==> config.mk <==
export PLATFORM = sky130hd
export DESIGN_NAME = plpf_sqrt
export DESIGN_NICKNAME = d
export VERILOG_FILES = /design/src/plpf_sqrt.sv
export SDC_FILE = /design/constraint.sdc
export NUM_CORES = 2
export LEC_CHECK = 0
export BUFFER_PORTS_ARGS = -buffer_cell sky130_fd_sc_hd__buf_2
export CAP_MARGIN = 0
export CORE_MARGIN = 4
export CORE_UTILIZATION = 60
export CTS_CLUSTER_DIAMETER = 150
export DETAILED_ROUTE_END_ITERATION = 10
export PLACE_DENSITY = 0.82
export RECOVER_POWER = 25
export SLEW_MARGIN = 30
export SYNTH_ARGS = -nofsm -noshare
export SYNTH_HDL_FRONTEND = slang
export SYNTH_MEMORY_MAX_BITS = 65536
export SYNTH_SLANG_ARGS = --single-unit
export TNS_END_PERCENT = 1
==> constraint.sdc <==
create_clock -name clk -period 6.36 [get_ports clk]
set_input_delay 1.908 -clock clk [delete_from_list [all_inputs] [get_ports clk]]
set_output_delay 1.908 -clock clk [all_outputs]
set_load 0.01 [all_outputs]
==> src/plpf_sqrt.sv <==
`timescale 1ns / 1ps
// ----------------------------------------------------------------------------
// plpf_sqrt
// Pipelined floor square root of a 64-bit radicand, one root bit per stage.
// ----------------------------------------------------------------------------
module plpf_sqrt #(
	parameter int SBW = 1
) (
	input  logic           clk,
	input  logic           arst_n,
	input  logic           en,
	input  logic           in_v,
	input  logic [63:0]    in_rad,
	input  logic [SBW-1:0] in_sb,
	output logic           out_v,
	output logic [31:0]    out_root,
	output logic [SBW-1:0] out_sb
);

	localparam int STEPS = 32;

	logic           v_s    [STEPS];
	logic [63:0]    rad_s  [STEPS];
	logic [32:0]    rem_s  [STEPS];
	logic [31:0]    root_s [STEPS];
	logic [SBW-1:0] sb_s   [STEPS];

	for (genvar g = 0; g < STEPS; g++) begin : g_step
		logic           pv;
		logic [63:0]    prad;
		logic [32:0]    prem;
		logic [31:0]    proot;
		logic [SBW-1:0] psb;
		logic [34:0]    shl;
		logic [34:0]    trial;
		logic           fits;

		if (g == 0) begin : g_first
			assign pv    = in_v;
			assign prad  = in_rad;
			assign prem  = '0;
			assign proot = '0;
			assign psb   = in_sb;
		end else begin : g_next
			assign pv    = v_s[g-1];
			assign prad  = rad_s[g-1];
			assign prem  = rem_s[g-1];
			assign proot = root_s[g-1];
			assign psb   = sb_s[g-1];
		end

		assign shl   = {prem, prad[63:62]};
		assign trial = {1'b0, proot, 2'b01};
		assign fits  = shl >= trial;

		always_ff @(posedge clk or negedge arst_n) begin
			if (!arst_n) begin
				v_s[g] <= 1'b0;
			end else if (en) begin
				v_s[g] <= pv;
			end
		end

		always_ff @(posedge clk) begin
			if (en) begin
				rad_s[g]  <= {prad[61:0], 2'b00};
				rem_s[g]  <= fits ? 33'(shl - trial) : shl[32:0];
				root_s[g] <= {proot[30:0], fits};
				sb_s[g]   <= psb;
			end
		end
	end

	assign out_v    = v_s[STEPS-1];
	assign out_root = root_s[STEPS-1];
	assign out_sb   = sb_s[STEPS-1];

endmodule

**After elaboration in Yosys (flattened, before gate mapping)**

Memory sizes are Yosys's and may differ from the RTL's.
Cells that the tools add are included.

- Bits in registers: 32
- RAM bits: 4096
- Memories: 4

- Add/subtract/negate cells: 32
- $lt $le $gt $ge: 32
- Multiplexer cells: 34

Memories:

| memory | depth | bits a word | read ports | clocked after memory_dff | write ports | RTL line | source |
|---|---|---|---|---|---|---|---|
| rad_s | 32 | 62 | 31 | 0 | 32 | 23 | `logic [63:0] rad_s [STEPS];` |
| rem_s | 32 | 33 | 31 | 0 | 32 | 24 | `logic [32:0] rem_s [STEPS];` |
| root_s | 32 | 32 | 32 | 0 | 32 | 25 | `logic [31:0] root_s [STEPS];` |
| sb_s | 32 | 1 | 32 | 0 | 32 | 26 | `logic [SBW-1:0] sb_s [STEPS];` |

Operators by type and width:

| operator | number |
|---|---|
| 35-bit by 34-bit greater-or-equal comparator with 1-bit output | 31 |
| 33-bit two-way mux | 32 |
| 33-bit subtractor | 31 |
| 2-bit by 1-bit subtractor with 3-bit output, second input constant | 1 |
| 2-bit by 1-bit greater-or-equal comparator with 1-bit output, second input constant | 1 |
| 1-bit two-way mux | 2 |

**Longest topological paths before layout**

An unclocked memory read counts as a cell.

- Depth in word-level cells: 3
- Gate-level depth with buffers: 15
- Depth with buffers taken out: 14

**Least setup slack after synthesis**

Ideal clock, no wire load.

- Kind: register to register
- Start: memory rem_s[25][0] (netlist: rem_s[1][297])
- End: memory rem_s[26][18] (netlist: rem_s[1][348]) (data pin)
- Library setup time: 0.272 ns
- Data arrival time: 3.556 ns
- Data required time: 6.088 ns
- Slack: 2.532 ns
- Stages on the path, launching flop included: 13
- Path through: edfxtp_1 > ha_1 > o21a_1 > or4_1 > a31oi_1 > o21ai_0 > a221o_1 > a221oi_1 > o21ai_0 > a21boi_1 > buf_2 > a21oi_1 > or4b_1

RTL lines:

| element | RTL line |
|---|---|
| start: declaration | 24 |

==> qor.txt <==
Worst VDD drop: 0.3102 mV
post-CTS setup buffers: 0
crit path cell chain: ha_1 -> o21a_1 -> or4_1 -> a31oi_1 -> o21ai_0 -> a221o_1 -> a221oi_1 -> o21ai_0 -> a21boi_4 -> buf_4 -> mux2_2
synth-to-layout area growth: 10.88%
Cell Rows: 162
f_max: 213.5 MHz
Area contributors post-synth: edfxtp_1 64%, ha_1 6.0%, xnor2_1 3.0%
RSZ-0062 raised after global routing: false
Max-Cap Viols: 0
hold depth: 0
Final Wtd Congestion: 0.9118
Mapped Area: 117700 sq um
CP most frequent cell: o21ai_0
arrival time at the worst endpoint: 5.32 ns
initial drt markers: 6296
post-synth top area share: 64.45%
CTS root buffer: clkbuf_16
vias in the first global route: 70542
num ports: 103
Sw Pwr: 0.01315 W
largest area contributor in the netlist: edfxtp_1
post-route minimum period: 4.683 ns
Setup TNS Final: 0 ns
vias per cell: 5.865
Port Buffer Count: 102
CP peak stage delay: 0.77 ns
Worst-path clk slew: 0.06 ns
die width: 451.0 um
drt wl/cell: 19.60 um
Final nets: 9894
H-tree Lvls: 5
Fin. Hold Viols: 0
Num CTS Buffers: 281
clk buf depth: 4
Crit Path Max Fanout: 54
Worst Path Class, Setup: reg2reg
Clock power frac: 32.9%
Core ar.: 195000 sq um
EDFF count, synth: 2527
CTS tree: built
asr flop ratio synth: 1.250%
Internal: 0.03464 W
drt pass-1 iters: 6
DRT Wirelength: 236900 um
Tcrit/Tclk final: 73.63%
most frequent cells in the layout: 2527 x edfxtp_1, 722 x inv_1, 614 x nand2_1, 561 x ha_1, 539 x nor2_1
PwrDens: 366.1 nW/um^2
Slowest-stage cell, CP: a221oi_1
sequential share of power: 47.5%
Slew @ Worst Pin: 1.051 ns
hold crit path type: reg2reg
Crit. End Element: flop
GRT Overall Usage: 22.97%
number of diodes: 0
first-pass GRT wire length: 375400 um
Synth Register Bits: 2559
max-slew violations: 0
Slew Limit Headroom: 29.29%
Synth Flop Type: edfxtp_1
Mapped Cells: 8972
most common cell after layout, fill and taps aside: edfxtp_1
DRC Markers: 0
initial antenna violation count: 0
Comb pwr share: 19.6%
Layout Skew: 0.05161 ns
Hold-fix buffers, CTS: 0
sequential element share of the synthesized area: 65.13%
Sw Share: 27.51%
CTS Sinks: 2559
share of cells above drive strength 1: 8.084%
cell leakage power: 50.33 nW
Die Y-Extent: 451.0 um
storage element area: 76680 sq um
Fillers: 13665
Post-DP Area: 121700 sq um
Post-CTS Resized: 0
Avg Cell Area, Syn: 13.12 sq um
synth unique cells: 88
Final Setup Violations: 0
multi-input logic area: 37840 sq um
Die ar.: 203400 sq um
Initial Util: 60.38%
worst skew pair latency: 0.92 ns
gr ovfl total: 0
DPL Wire Length: 165700 um
largest net degree at the start of global routing: 170
Vias: 70892
synth warn: 0
required time of the critical path: 7.00 ns
Final Cell Area: 130600 sq um
cells on worst reg2reg path: 11
Mapped Nets: 9602
element type at the critical path start: flop
status: complete, no violations
remaining antenna violation count: 0
[path summary, 6_finish.rpt]
path                                     from       endpoint  slack, ns
worst max-delay path            rem_s[1][297]  rem_s[1][339]       1.68
worst min-delay path            rad_s[6][178]  rad_s[6][242]       0.39
worst max register to register  rem_s[1][297]  rem_s[1][339]       1.68
worst min register to register  rad_s[6][178]  rad_s[6][242]       0.39
max in group asynchronous              arst_n   g_step[3].pv       4.86
min in group asynchronous              arst_n          out_v       1.06
[sequential cells by signal (all words and copies together) (netlist names)]
| signal | count |
|---|---|
| root_s | 528 |
| out_v | 1 |
| sb_s | 32 |
| rem_s | 975 |
| g_step.pv | 31 |
| rad_s | 992 |
[logic make-up after synthesis]
group	after synthesis	share of synthesized area [%]
DFF	2559	65.13
and+or+nand+nor	2321	9.771
AOI/OAI and AO/OA	1736	9.234
buffers and inverters	885	2.850
xor gates and xnor gates	761	5.661
adders and majority gates	561	5.961
muxes	148	1.393
other	1	0.003185
[synthesized netlist by cell type, types with 49 or more instances]
| cell type | number |
|---|---|
| a21o_1 | 249 |
| a21oi_1 | 482 |
| a31oi_1 | 55 |
| and2_1 | 49 |
| clkbuf_1 | 134 |
| edfxtp_1 | 2527 |
| ha_1 | 561 |
| inv_1 | 722 |
| mux2_2 | 127 |
| nand2_1 | 614 |
| nand2b_1 | 114 |
| nand3_1 | 145 |
| nand4_1 | 87 |
| nor2_1 | 539 |
| nor2b_1 | 87 |
| nor3_1 | 233 |
| nor4_1 | 105 |
| o21a_1 | 107 |
| o21ai_0 | 449 |
| o31ai_1 | 78 |
| or3_1 | 84 |
| or4_1 | 58 |
| xnor2_1 | 398 |
| xor2_1 | 363 |
[per-layer routing]
metal | vias to the layer above | wire length (um) | global-route usage (%)
li1 | 33761 | - | -
met1 | 34424 | 96710 | 29.08
met2 | 2093 | 120200 | 40.55
met3 | 614 | 10830 | 2.903
met4 | 0 | 9115 | 8.748
met5 | - | 0 | 0
[worst max-delay path, delay by kind of cell (launching register included)]
family / cells / cell delay [ns]
buffers and inverters: 1 / 0.47
DFF: 1 / 0.40
muxes: 1 / 0.39
adders and majority gates: 1 / 0.36
AOI/OAI and AO/OA: 7 / 2.36
and+or+nand+nor: 1 / 0.43
[stage by stage]
stage,total power [W],instances,util (%),hold WS (ns),setup slack (ns)
2_1_floorplan,0.02922,8972,-,0.4003,2.532
3_3_place_gp,0.03190,11603,62.40,0.4002,1.944
3_5_place_dp,0.03221,11603,62.40,0.4045,1.783
4_1_cts,0.04808,12085,66.93,0.3878,1.770
5_1_grt,0.05006,12087,66.95,0.3893,1.382
6_report,0.04779,12087,66.95,0.3906,1.677
[layout make-up]
| class | count | area share [%] |
|---|---|---|
| clock inverters | 147 | 1.095 |
| repair buffers | 168 | 0.9124 |
| multi-input cells | 5528 | 28.98 |
| inverters | 726 | 2.087 |
| flip-flops and latches | 2559 | 58.74 |
| well taps | 2624 | 2.515 |
| clock buffers | 335 | 5.672 |
[power groups by stage]
stage / logic (W) / clock network [W] / registers [W]
after floorplan: 0.00686 / 0 / 0.0224
after global placement: 0.00890 / 0 / 0.0230
after detailed placement: 0.00917 / 0 / 0.0230
after CTS: 0.00928 / 0.0161 / 0.0227
after global routing: 0.0104 / 0.0168 / 0.0229
final: 0.00935 / 0.0157 / 0.0227
Power figures use the tool's default switching activity.
